<file path="src/ialu_pkg.sv">
// ----------------------------------------------------------------------------
// ialu_pkg
// Opcodes, sequencer states and shared types of the integer ALU.
// ----------------------------------------------------------------------------
package ialu_pkg;
  localparam int unsigned WordW = 32;

  typedef enum logic [4:0] {
    OP_EQ = 5'd0, OP_NE = 5'd1, OP_GT = 5'd2, OP_GE = 5'd3, OP_LT = 5'd4,
    OP_LE = 5'd5, OP_NOT = 5'd6, OP_AND = 5'd7, OP_OR = 5'd8, OP_XOR = 5'd9,
    OP_BNOT = 5'd10, OP_SHL = 5'd11, OP_ADD = 5'd12, OP_SUB = 5'd13,
    OP_MUL = 5'd14, OP_DIV = 5'd15, OP_MOD = 5'd16, OP_NEG = 5'd17,
    OP_ABS = 5'd18, OP_MIN = 5'd19, OP_MAX = 5'd20, OP_TOBOOL = 5'd21,
    OP_LEA = 5'd22, OP_MOVIMM = 5'd23, OP_MOVREG = 5'd24
  } op_t;

  typedef enum logic [2:0] {
    ST_IDLE, ST_READ, ST_EXEC, ST_ITER, ST_FIX, ST_OUT
  } state_t;

  // algorithm run by the shared iterative unit
  typedef enum logic [1:0] {
    UK_MUL, UK_DIV, UK_SHL, UK_SHR
  } ukind_t;

  typedef logic [WordW-1:0] word_t;
endpackage

</file>
<file path="src/ialu_if.sv">
// ----------------------------------------------------------------------------
// ialu_in_if / ialu_out_if
// Valid/ready request channels of the integer ALU.
// ----------------------------------------------------------------------------
interface ialu_in_if;
  logic valid;
  logic ready;
  logic [4:0] req_type;
  logic [3:0] dest_index;
  logic [3:0] source_index;
  logic uses_immediate;
  logic signed [31:0] immediate;
  modport source (output valid, req_type, dest_index, source_index, uses_immediate,
                  immediate, input ready);
  modport sink (input valid, req_type, dest_index, source_index, uses_immediate,
                immediate, output ready);
endinterface

interface ialu_out_if;
  logic valid;
  logic ready;
  logic signed [31:0] written_value;
  logic [3:0] written_index;
  logic error_code;
  modport source (output valid, written_value, written_index, error_code, input ready);
  modport sink (input valid, written_value, written_index, error_code, output ready);
endinterface

</file>
<file path="src/integer_alu_with_register_file.sv">
// Integer ALU over a register file. A request passes through the accepting
// cycle, register read, execute, write-back and the output cycle, and the
// result shows in the output cycle. Multiply and divide/modulo add an
// iteration phase in the shared shift-add/restoring unit (one-bit steps and
// a done cycle); a shift by less than 32 bits uses the unit as well. Reset
// clears the register file at once. A result waits in the output register
// until taken, and the input stays closed meanwhile.
// ----------------------------------------------------------------------------
// integer_alu_with_register_file
// Sequenced 32-bit integer ALU with a register file and one shared unit.
// ----------------------------------------------------------------------------
module integer_alu_with_register_file
  import ialu_pkg::*;
#(
  parameter int unsigned REGISTER_COUNT = 16
) (
  input logic clk,
  input logic rst_n,
  ialu_in_if.sink    in_ch,
  ialu_out_if.source out_ch
);
  localparam int unsigned IdxW = (REGISTER_COUNT > 1) ? $clog2(REGISTER_COUNT) : 1;

  word_t rf_r [REGISTER_COUNT];
  state_t state_r, state_nxt;
  logic [4:0] op_r;
  logic [IdxW-1:0] d_r, s_r;
  logic uimm_r;
  word_t imm_r, a_r, src_r, res_r, res_nxt;
  logic err_r, err_nxt, wr_en;
  logic neg_res_r;
  word_t b;
  logic less_ab, less_ba;
  logic [4:0] pick;
  logic un_start, un_done;
  ukind_t un_kind;
  word_t un_a, un_b, un_lo, un_hi, bneg;
  logic [5:0] un_cnt;
  logic [3:0] ovalid_idx;

  // index wrap modulo register count, as a small table over the 4-bit index
  function automatic logic [IdxW-1:0] slot(input logic [3:0] i);
    logic [IdxW-1:0] r;
    r = '0;
    for (int k = 0; k < 16; k++)
      if (i == 4'(k)) r = IdxW'(k % REGISTER_COUNT);
    return r;
  endfunction

  assign b = uimm_r ? imm_r : src_r;
  assign less_ab = $signed(a_r) < $signed(b);
  assign less_ba = $signed(b) < $signed(a_r);
  assign bneg = 32'd0 - b;
  assign pick = op_r;
  assign in_ch.ready = (state_r == ST_IDLE);

  ialu_seq_unit u_unit (
    .clk, .rst_n, .start(un_start), .kind(un_kind), .opa(un_a), .opb(un_b),
    .count(un_cnt), .done(un_done), .res_lo(un_lo), .res_hi(un_hi)
  );

  // sequencer and result select
  always_comb begin
    state_nxt = state_r; res_nxt = res_r; err_nxt = err_r; wr_en = 1'b0;
    un_start = 1'b0; un_kind = UK_MUL; un_a = a_r; un_b = b; un_cnt = 6'd32;
    case (state_r)
      ST_IDLE: if (in_ch.valid) state_nxt = ST_READ;
      ST_READ: state_nxt = ST_EXEC;
      ST_EXEC: begin
        state_nxt = ST_FIX; err_nxt = 1'b0; res_nxt = a_r;
        case (pick)
          OP_EQ: res_nxt = {31'd0, a_r == b};
          OP_NE: res_nxt = {31'd0, a_r != b};
          OP_GT: res_nxt = {31'd0, less_ba};
          OP_GE: res_nxt = {31'd0, !less_ab};
          OP_LT: res_nxt = {31'd0, less_ab};
          OP_LE: res_nxt = {31'd0, !less_ba};
          OP_NOT: res_nxt = ~a_r;
          OP_AND: res_nxt = a_r & b;
          OP_OR: res_nxt = a_r | b;
          OP_XOR: res_nxt = a_r ^ b;
          OP_BNOT: res_nxt = {31'd0, a_r == '0};
          OP_SHL: begin
            if (b != '0 && !b[31]) begin
              if (b >= 32'd32) res_nxt = '0;
              else begin
                un_start = 1'b1; un_kind = UK_SHL; un_cnt = b[5:0]; state_nxt = ST_ITER;
              end
            end else if (bneg >= 32'd32) res_nxt = '0;
            else begin
              un_start = 1'b1; un_kind = UK_SHR; un_cnt = bneg[5:0]; state_nxt = ST_ITER;
            end
          end
          OP_ADD: res_nxt = a_r + b;
          OP_SUB: res_nxt = a_r - b;
          OP_MUL: begin
            un_start = 1'b1; un_kind = UK_MUL; state_nxt = ST_ITER;
          end
          OP_DIV, OP_MOD: begin
            if (b == '0) err_nxt = 1'b1;
            else begin
              un_start = 1'b1; un_kind = UK_DIV; state_nxt = ST_ITER;
              un_a = a_r[31] ? 32'd0 - a_r : a_r;
              un_b = b[31] ? bneg : b;
            end
          end
          OP_NEG: res_nxt = 32'd0 - a_r;
          OP_ABS: res_nxt = a_r[31] ? 32'd0 - a_r : a_r;
          OP_MIN: res_nxt = less_ba ? b : a_r;
          OP_MAX: res_nxt = less_ab ? b : a_r;
          OP_TOBOOL: res_nxt = {31'd0, a_r != '0};
          OP_LEA: res_nxt = uimm_r ? src_r + imm_r : src_r;
          OP_MOVIMM: res_nxt = imm_r;
          OP_MOVREG: res_nxt = src_r;
          default: res_nxt = a_r;
        endcase
      end
      ST_ITER: if (un_done) begin
        state_nxt = ST_FIX;
        case (pick)
          OP_DIV: res_nxt = neg_res_r ? 32'd0 - un_lo : un_lo;
          OP_MOD: res_nxt = a_r[31] ? 32'd0 - un_hi : un_hi;
          default: res_nxt = un_lo;
        endcase
      end
      ST_FIX: begin
        wr_en = 1'b1; state_nxt = ST_OUT;
      end
      ST_OUT: if (out_ch.ready) state_nxt = ST_IDLE;
      default: state_nxt = ST_IDLE;
    endcase
  end

  // state, request capture and register file
  always_ff @(posedge clk) begin
    if (!rst_n) begin
      state_r <= ST_IDLE;
      for (int i = 0; i < REGISTER_COUNT; i++) rf_r[i] <= '0;
    end else begin
      state_r <= state_nxt;
      if (wr_en) rf_r[d_r] <= res_r;
    end
    if (in_ch.valid && in_ch.ready) begin
      op_r <= in_ch.req_type; d_r <= slot(in_ch.dest_index);
      s_r <= slot(in_ch.source_index); uimm_r <= in_ch.uses_immediate;
      imm_r <= in_ch.immediate;
    end
    if (state_r == ST_READ) begin
      a_r <= rf_r[d_r]; src_r <= rf_r[s_r];
    end
    if (state_r == ST_EXEC) neg_res_r <= a_r[31] ^ b[31];
    res_r <= res_nxt; err_r <= err_nxt;
  end

  assign ovalid_idx = 4'(d_r);
  assign out_ch.valid = (state_r == ST_OUT);
  assign out_ch.written_value = res_r;
  assign out_ch.written_index = ovalid_idx;
  assign out_ch.error_code = err_r;
endmodule

</file>
<file path="src/ialu_seq_unit.sv">
// ----------------------------------------------------------------------------
// ialu_seq_unit
// Shared iterative unit: shift-add multiply, restoring divide, shift.
// One bit per cycle; kind selects the algorithm.
// ----------------------------------------------------------------------------
module ialu_seq_unit
  import ialu_pkg::*;
(
  input  logic       clk,
  input  logic       rst_n,
  input  logic       start,
  input  ukind_t     kind,
  input  word_t      opa,
  input  word_t      opb,
  input  logic [5:0] count,     // iterations to run
  output logic       done,
  output word_t      res_lo,    // product / quotient / shifted word
  output word_t      res_hi     // remainder
);
  word_t acc_r, acc_nxt, x_r, x_nxt, y_r, y_nxt;
  logic [5:0] cnt_r, cnt_nxt;
  logic busy_r, busy_nxt;
  ukind_t kind_r;
  logic [WordW:0] trial;

  always_comb begin
    acc_nxt = acc_r; x_nxt = x_r; y_nxt = y_r;
    cnt_nxt = cnt_r; busy_nxt = busy_r;
    trial = '0;
    if (start) begin
      acc_nxt = '0; x_nxt = opa; y_nxt = opb; cnt_nxt = count; busy_nxt = 1'b1;
    end else if (busy_r) begin
      if (cnt_r == 6'd0) begin
        busy_nxt = 1'b0;
      end else begin
        cnt_nxt = cnt_r - 6'd1;
        case (kind_r)
          UK_MUL: begin
            // x multiplicand shifts left, y multiplier shifts right
            if (y_r[0]) acc_nxt = acc_r + x_r;
            x_nxt = x_r << 1;
            y_nxt = y_r >> 1;
          end
          UK_DIV: begin
            // acc remainder, x dividend -> quotient, y divisor
            trial = {acc_r, x_r[WordW-1]} - {1'b0, y_r};
            if (!trial[WordW]) begin
              acc_nxt = trial[WordW-1:0];
              x_nxt = {x_r[WordW-2:0], 1'b1};
            end else begin
              acc_nxt = {acc_r[WordW-2:0], x_r[WordW-1]};
              x_nxt = {x_r[WordW-2:0], 1'b0};
            end
          end
          UK_SHL: x_nxt = x_r << 1;
          default: x_nxt = x_r >> 1;
        endcase
      end
    end
  end

  always_ff @(posedge clk) begin
    if (!rst_n) begin
      busy_r <= 1'b0; cnt_r <= '0;
    end else begin
      busy_r <= busy_nxt; cnt_r <= cnt_nxt;
    end
    acc_r <= acc_nxt; x_r <= x_nxt; y_r <= y_nxt;
    if (start) kind_r <= kind;
  end

  assign done = busy_r && (cnt_r == 6'd0);
  assign res_lo = (kind_r == UK_MUL) ? acc_r : x_r;
  assign res_hi = acc_r;
endmodule

</file>
<file path="src/flat_wrapper.sv">
// flat-port wrapper written by rule: the top's interface ports become plain ports
module integer_alu_with_register_file_flat import ialu_pkg::*;
#(
  parameter int unsigned REGISTER_COUNT = 16
)
  (clk, rst_n, in_ch_valid, in_ch_req_type, in_ch_dest_index, in_ch_source_index, in_ch_uses_immediate, in_ch_immediate, in_ch_ready, out_ch_valid, out_ch_written_value, out_ch_written_index, out_ch_error_code, out_ch_ready);
  ialu_in_if in_ch_i ();
  ialu_out_if out_ch_i ();
  input logic clk;
  input logic rst_n;
  input wire logic [$bits(in_ch_i.valid)-1:0] in_ch_valid;
  input wire logic [$bits(in_ch_i.req_type)-1:0] in_ch_req_type;
  input wire logic [$bits(in_ch_i.dest_index)-1:0] in_ch_dest_index;
  input wire logic [$bits(in_ch_i.source_index)-1:0] in_ch_source_index;
  input wire logic [$bits(in_ch_i.uses_immediate)-1:0] in_ch_uses_immediate;
  input wire logic [$bits(in_ch_i.immediate)-1:0] in_ch_immediate;
  output wire logic [$bits(in_ch_i.ready)-1:0] in_ch_ready;
  output wire logic [$bits(out_ch_i.valid)-1:0] out_ch_valid;
  output wire logic [$bits(out_ch_i.written_value)-1:0] out_ch_written_value;
  output wire logic [$bits(out_ch_i.written_index)-1:0] out_ch_written_index;
  output wire logic [$bits(out_ch_i.error_code)-1:0] out_ch_error_code;
  input wire logic [$bits(out_ch_i.ready)-1:0] out_ch_ready;
  assign in_ch_i.valid = in_ch_valid;
  assign in_ch_i.req_type = in_ch_req_type;
  assign in_ch_i.dest_index = in_ch_dest_index;
  assign in_ch_i.source_index = in_ch_source_index;
  assign in_ch_i.uses_immediate = in_ch_uses_immediate;
  assign in_ch_i.immediate = in_ch_immediate;
  assign in_ch_ready = in_ch_i.ready;
  assign out_ch_valid = out_ch_i.valid;
  assign out_ch_written_value = out_ch_i.written_value;
  assign out_ch_written_index = out_ch_i.written_index;
  assign out_ch_error_code = out_ch_i.error_code;
  assign out_ch_i.ready = out_ch_ready;
  integer_alu_with_register_file #(.REGISTER_COUNT(REGISTER_COUNT)) u_core (.clk(clk), .rst_n(rst_n), .in_ch(in_ch_i), .out_ch(out_ch_i));
endmodule
</file>
<file path="config.mk">
export PLATFORM = sky130hd
export DESIGN_NAME = integer_alu_with_register_file_flat
export DESIGN_NICKNAME = d
export VERILOG_FILES = /design/src/ialu_pkg.sv /design/src/ialu_if.sv /design/src/integer_alu_with_register_file.sv /design/src/ialu_seq_unit.sv /design/src/flat_wrapper.sv
export SDC_FILE = /design/constraint.sdc
export NUM_CORES = 2
export LEC_CHECK = 0
export ABC_AREA = 1
export BUFFER_PORTS_ARGS = -buffer_cell sky130_fd_sc_hd__buf_2
export CORE_MARGIN = 5
export CORE_UTILIZATION = 50
export DETAILED_ROUTE_END_ITERATION = 8
export PLACE_DENSITY = 0.67
export SYNTH_ARGS = -nofsm -noshare
export SYNTH_HDL_FRONTEND = slang
export SYNTH_HIERARCHICAL = 1
export SYNTH_SLANG_ARGS = --single-unit
</file>
<file path="constraint.sdc">
create_clock -name clk -period 8.9 [get_ports clk]
set_input_delay 1.78 -clock clk [delete_from_list [all_inputs] [get_ports clk]]
set_output_delay 1.78 -clock clk [all_outputs]
set_load 0.005 [all_outputs]
</file>
# [Word level (Yosys, flattened, before mapping)]
# Memories as Yosys holds them, arrays and structs flattened. A register that Yosys moved wholly into a read port is not among the register bits.
# Cells that the tools add are included.
[totals] ff_bits=188 ramBits=512 in_bits=50 out_inout_bits=39 n_memories=1
[classes] addsub=10 magnitude_cmp=4 eq_ne=68 muxes=102 n_bitwise=6 n_reduce_logical=32
[memory_table] memory="u_core.rf_r" words=16 width=32 rd=2 rd_ports_with_merged_regs=2 wr=16 line_no="integer_alu_with_register_file.sv:24" rtl="word_t rf_r [REGISTER_COUNT];"
[ops] cell="32-bit two-way mux" count=29
[ops] cell="32-bit case mux with 22 select lines" count=1
[ops] cell="32-bit case mux with 2 select lines" count=4
[ops] cell="1-bit by 32-bit subtractor with 32-bit output (first input constant)" count=4
[ops] cell="32-bit adder" count=3
[ops] cell="3-bit two-way mux" count=23
[ops] cell="4-bit == test (second input constant)" count=16
[ops] cell="32-bit by 6-bit greater-or-equal comparator with 1-bit output (second input constant)" count=2
[ops] cell="32-bit zero test" count=2
[ops] cell="32-bit less-than comparator" count=2
[ops] cell="32-bit nonzero test" count=2
[ops] cell="6-bit two-way mux" count=8
[ops] cell="5-bit == test (second input constant)" count=9
[ops] cell="5-bit by 4-bit == test with 1-bit output (second input constant)" count=8
[ops] cell="33-bit by 32-bit subtractor with 33-bit output" count=1
[ops] cell="32-bit AND" count=1
[ops] cell="32-bit == test" count=1
[ops] cell="4-bit by 3-bit == test with 1-bit output (second input constant)" count=8
[ops] cell="32-bit != test" count=1
[ops] cell="32-bit inverter" count=1
[ops] cell="32-bit bitwise OR" count=1
[ops] cell="32-bit OR reduction" count=1
[ops] cell="32-bit subtractor" count=1
[ops] cell="32-bit XOR" count=1
[ops] cell="35 further kinds" count=92

# [Logic depth before layout (Yosys ltp)]
[logic_depth] word_depth=15 depth_mapped=30

# [Modules after synthesis]
# The synthesis kept the hierarchy.
[modules_own_cells] mod="integer_alu_with_register_file" n_inst=1 cells_each=6351 area_each_um2=47202.8 seq_area_each_um2=19759.0
[modules_own_cells] mod="ialu_seq_unit" n_inst=1 cells_each=1587 area_each_um2=10094.7 seq_area_each_um2=2762.6

# [Least setup slack after synthesis]
# OpenSTA, ideal clock, no wires.
[synth_timing] path_kind="input to register" start="input in_ch_valid" end="register u_core.imm_r[0], enable pin" arrival_ns=4.970 required_ns=8.394 setup_slack_ns=3.424 stages=2 path_buffers=0 path_cell_list="inv_1 > nor3_1"
[synth_between] elab_chain_len=1
[synth_lines] element="from (decl)" line_no="flat_wrapper.sv:11" rtl="input wire logic [$bits(in_ch_i.valid)-1:0] in_ch_valid;"
[synth_lines] element="1-bit logical AND" line_no="integer_alu_with_register_file.sv:143" rtl="if (in_ch.valid && in_ch.ready) begin"
[synth_lines] element="to (signal assigned)" line_no="integer_alu_with_register_file.sv:146" rtl="imm_r <= in_ch.immediate;"
[synth_lines] element="to (decl)" line_no="integer_alu_with_register_file.sv:29" rtl="word_t imm_r, a_r, src_r, res_r, res_nxt;"
# Every way passes these cells.
# A chain may end at the register's enable or synchronous reset.

# [Worst setup path after layout]
[layout_timing] start="register u_core.uimm_r" end="register u_core.u_unit.x_r[27], enable pin"
[layout_between] elab_chain_len=9 word_cells_on_any_way=17 classes_between="add/sub (1); order compare (2); eq/ne (1); mux (7); reduce/logical (6)"
[layout_lines] element="from (decl)" line_no="integer_alu_with_register_file.sv:28" rtl="logic uimm_r;"
[layout_lines] element="from (signal assigned)" line_no="integer_alu_with_register_file.sv:145" rtl="s_r <= slot(in_ch.source_index); uimm_r <= in_ch.uses_immediate;"
[layout_lines] element="32-bit two-way mux *" line_no="integer_alu_with_register_file.sv:50" rtl="assign b = uimm_r ? imm_r : src_r;"
[layout_lines] element="via u_core.b[0]" line_no="integer_alu_with_register_file.sv:32" rtl="word_t b;"
[layout_lines] element="1-bit by 32-bit subtractor with 32-bit output" line_no="integer_alu_with_register_file.sv:53" rtl="assign bneg = 32'd0 - b;"
[layout_lines] element="32-bit by 6-bit greater-or-equal comparator with 1-bit output" line_no="integer_alu_with_register_file.sv:89" rtl="end else if (bneg >= 32'd32) res_nxt = '0;"
[layout_lines] element="1-bit two-way mux" line_no="integer_alu_with_register_file.sv:89"
[layout_lines] element="1-bit two-way mux" line_no="integer_alu_with_register_file.sv:84" rtl="if (b != '0 && !b[31]) begin"
[layout_lines] element="1-bit case mux with 3 select lines *" line_no="integer_alu_with_register_file.sv:71" rtl="case (pick)"
[layout_lines] element="1-bit two-way mux *" line_no="integer_alu_with_register_file.sv:66" rtl="case (state_r)"
[layout_lines] element="via u_core.un_start" line_no="integer_alu_with_register_file.sv:35" rtl="logic un_start, un_done;"
[layout_lines] element="2-bit != test (no line) or 2-bit nonzero test (tied branches)"
[layout_lines] element="2-bit AND reduction (no line) *"
[layout_lines] element="to (signal assigned)" line_no="ialu_seq_unit.sv:68" rtl="acc_r <= acc_nxt; x_r <= x_nxt; y_r <= y_nxt;"
[layout_lines] element="to (decl)" line_no="ialu_seq_unit.sv:20" rtl="word_t acc_r, acc_nxt, x_r, x_nxt, y_r, y_nxt;"
# Mark *: on every way through the listed nets, which the timed path passes. The rest lies on a longest branch.

==> metrics.md <==
| Metric | Value |
|---|---|
| Starting Density | 0.502 |
| Pre-antenna DRT Iters | 6 |
| Syn_area_per_cell | 7.22 µm² |
| Clock root buffer | clkbuf_16 |
| GRT overflow | 0 |
| Unrepaired setup endpoints after global routing | no |
| Layout cells sized above 1 | 0.0713 |
| Final Cell Area | 61,800 µm² |
| Max cap viols | 0 |
| Peak supply drop | 282 µV |
| CTS Buffer Depth | 3 |
| Final Skew | 0.0548 ns |
| Status | finished, final reports clean |
| First-pass GRT wire length | 390,000 µm |
| CP Max Fanout | 75 |
| #FFs+latches synth | 764 |
| Number of post-CTS setup repair buffers | 0 |
| Int Pwr | 8.86 mW |
| Critical path data required time | 9.25 ns |
| Sequential power share | 0.290 |
| Worst Setup SP | u_core/uimm_r$_DFFE_PP_ |
| Crit path largest cell delay | 0.85 ns |
| Area leader, netlist | edfxtp_1 |
| All-Layer GR Usage | 0.440 |
| Antenna-violating nets left | 0 |
| Crit. End Element | register |
| Dpl cell area | 59,000 µm² |
| Synth top area cells | edfxtp_1, nand2_1, o21ai_0 |
| Yosys warning total | 6 |
| Fin util | 0.542 |
| Die area | 121,000 µm² |
| Post-synth EDFFs | 722 |
| Reg2reg start | u_core/uimm_r$_DFFE_PP_ |
| Layout net count | 8,099 |
| DRT iter0 DRCs | 9,772 |
| Seq/Total Area, Yosys | 0.393 |
| Die height | 349 µm |
| Area share of the largest cell type after synthesis | 0.378 |
| Area grow syn2layout | 7.86% |
| Period utilization | 0.701 |
| Mapped Cells | 7,938 |
| Critical path startpoint category | register |
| Slowest stage cell, crit path | inv_2 |
| Register area | 22,500 µm² |
| H-tree depth | 3 |
| I/O Buffers | 88 |
| Setup TNS Final | 0 ns |
| Main synth FF type | edfxtp_1 |
| Gpl congestion | 1.11 |
| Tightest Pin Transition | 1.40 ns |
| Minimum clock period | 6.24 ns |
| Routed wire per std cell | 29.6 µm |
| Vias per cell | 6.47 |
| Chip width | 349 µm |
| Post-Synthesis Cell Area | 57,300 µm² |
| Num CTS Buffers | 86 |
| Setup Crit Path Kind | reg2reg |
| Vias in the first global route | 55,327 |
| Hold Path Class | reg2reg |
| Cell mode on critical path | nand3_1 |
| CTS tree | built |
| Power per Cell Area | 299 nW/µm² |
| Hold_buf cts | 0 |
| Antenna violations before repair | 21 |
| Largest net degree at the start of global routing | 237 |
| Hold_sp | u_core/u_unit/cnt_r[5]$_SDFFE_PN0P_ |
| Switching Share | 0.521 |
| Distinct cell type count after synthesis | 69 |
| Syn Nets | 8,224 |
| Rel. slew slack | 0.0555 |
| Endpoints failing hold | 0 |
| Final WL | 279,000 µm |
| Core area | 114,000 µm² |
| Area of the multi-input gates | 29,800 µm² |
| Fmax | 0.160 GHz |
| Asr flop ratio synth | 0 |
| Data arrival, critical path | 6.59 ns |
| Num Clock Sinks | 764 |
| # IOs | 89 |
| Slew Limit Fails | 0 |
| Final setup violation count | 0 |
| DP Wirelength | 196,000 µm |
| Clock share of power | 0.192 |
| Logic pwr share | 0.518 |
| Via count | 60,806 |
| NetSw | 9.62 mW |
| Cts repair resizes | 0 |
| CP Cell Sequence | buf_4 -> inv_4 -> o21ai_2 -> inv_2 -> ha_1 -> inv_1 -> nor2_2 -> nand3_1 -> inv_1 -> nand2_1 -> o21ai_1 -> nand2_1 -> nor2_1 -> nand3_1 -> nor2_1 -> nand2_2 -> nand3_1 -> nand3_1 -> inv_2 -> nor2_1 -> inv_1 -> buf_4 |
| Filler Cells Inserted | 10,987 |
| Clk pin slew, worst setup/hold paths | 0.06 ns |
| Leak | 26.1 nW |
| DRC viols | 0 |
| Worst-skew pair later-pin latency | 0.73 ns |
| Row Count | 124 |
## power by group through the flow
stage	sequential, mW	clock [mW]	combinational (mW)
6_report	5.36	3.54	9.58
3_3_place_gp	5.35	0	9.07
4_1_cts	5.27	3.56	9.10
3_5_place_dp	5.34	0	9.06
2_1_floorplan	4.81	0	5.90
5_1_grt	5.32	3.72	10.1
## per-layer routing
layer / global-route usage / wire length, µm / up-vias
li1: - / - / 26616
met3: 0.123 / 38300 / 1158
met4: 0.314 / 25400 / 12
met5: 0 / 85 / -
met2: 0.637 / 114000 / 4809
met1: 0.566 / 101000 / 28211
## area by class of cell
class | instances | area share
Multi-Input combinational cell | 5831 | 0.482
Sequential cell | 764 | 0.364
Inverter | 918 | 0.0559
Clock buffer | 104 | 0.0364
Tap cell | 1512 | 0.0306
Timing Repair Buffer | 212 | 0.0226
Clock inverter | 49 | 0.00786
Antenna cell | 12 | 0.000486
## synth_stat cells (9+ instances only)
cell type,count
o211ai_1,53
or2_2,26
a21oi_1,625
nand3b_1,23
nand3_1,448
inv_2,15
o2111ai_1,9
o21bai_1,19
o31ai_1,11
a31oi_1,47
nor3_1,72
nor2_4,10
a21o_1,14
xnor2_1,27
buf_1,26
clkinv_1,20
nor2_2,19
a22oi_1,10
mux2_2,19
buf_2,22
o21ai_0,1048
clkbuf_1,360
inv_1,881
nand4_1,103
ha_1,231
xor2_1,45
nor2_1,1102
nand2_4,18
o21a_1,19
nor4_1,26
nand2_2,40
edfxtp_1,722
o22ai_1,33
a221oi_1,15
buf_6,9
dfxtp_1,42
o221ai_1,74
nand2_1,1568
## placed cells by master, fill, tap and decap left out, types with 87 or more instances in the layout
master / n
a21oi_1: 625
buf_2: 88
buf_4: 122
clkbuf_16: 87
edfxtp_1: 722
ha_1: 231
inv_1: 879
nand2_1: 1531
nand3_1: 447
nand4_1: 103
nor2_1: 1091
o21ai_0: 1046
## worst max-delay path: cells and delay by family (launching register included)
| family | cells | cell delay [ns] |
|---|---|---|
| fa+ha+maj | 1 | 0.26 |
| compound gates | 2 | 0.51 |
| buf+inv | 8 | 2.79 |
| simple gates | 11 | 1.87 |
| flops | 1 | 0.35 |
## metrics by stage
stage | std cells | power (mW) | hold slack, ns | worst slack (ns)
after global placement | 9236 | 14.4 | 0.503 | 2.90
after floorplan | 7938 | 10.7 | 0.475 | 3.42
after global routing | 9390 | 19.2 | 0.544 | 2.47
after detailed placement | 9236 | 14.4 | 0.506 | 2.88
after CTS | 9389 | 17.9 | 0.519 | 2.85
final | 9402 | 18.5 | 0.522 | 2.66
## final timing paths
| path | to | cells after the start | slack (ns) |
|---|---|---|---|
| worst max-delay path | u_core/u_unit/x_r[27]$_DFFE_PP_ | 22 | 2.66 |
| worst max register to register | u_core/u_unit/x_r[27]$_DFFE_PP_ | 22 | 2.66 |
| worst min-delay path | u_core/u_unit/cnt_r[5]$_SDFFE_PN0P_ | 2 | 0.52 |
| worst min register to register | u_core/u_unit/cnt_r[5]$_SDFFE_PN0P_ | 2 | 0.52 |
## state kept, by name (all words and copies together) (netlist names), 2 cells and up
name	cells
u_core/imm_r	32
u_core/src_r	32
u_core/s_r	4
u_core/u_unit/x_r	32
u_core/out_ch.written_index	4
u_core/a_r	32
u_core/u_unit/res_hi	32
u_core/rf_r	512
u_core/u_unit/cnt_r	6
u_core/out_ch.written_value	32
u_core/state_r	3
u_core/u_unit/y_r	32
u_core/op_r	5
u_core/u_unit/kind_r	2
## cell families after synthesis
family,synth area share
adders and majority gates,0.0522
and+or+nand+nor,0.255
buffers and inverters,0.0904
muxes,0.00408
AOI/OAI and AO/OA,0.194
DFF,0.393
xor gates and xnor gates,0.0110
(Power assumes the default switching activity.)
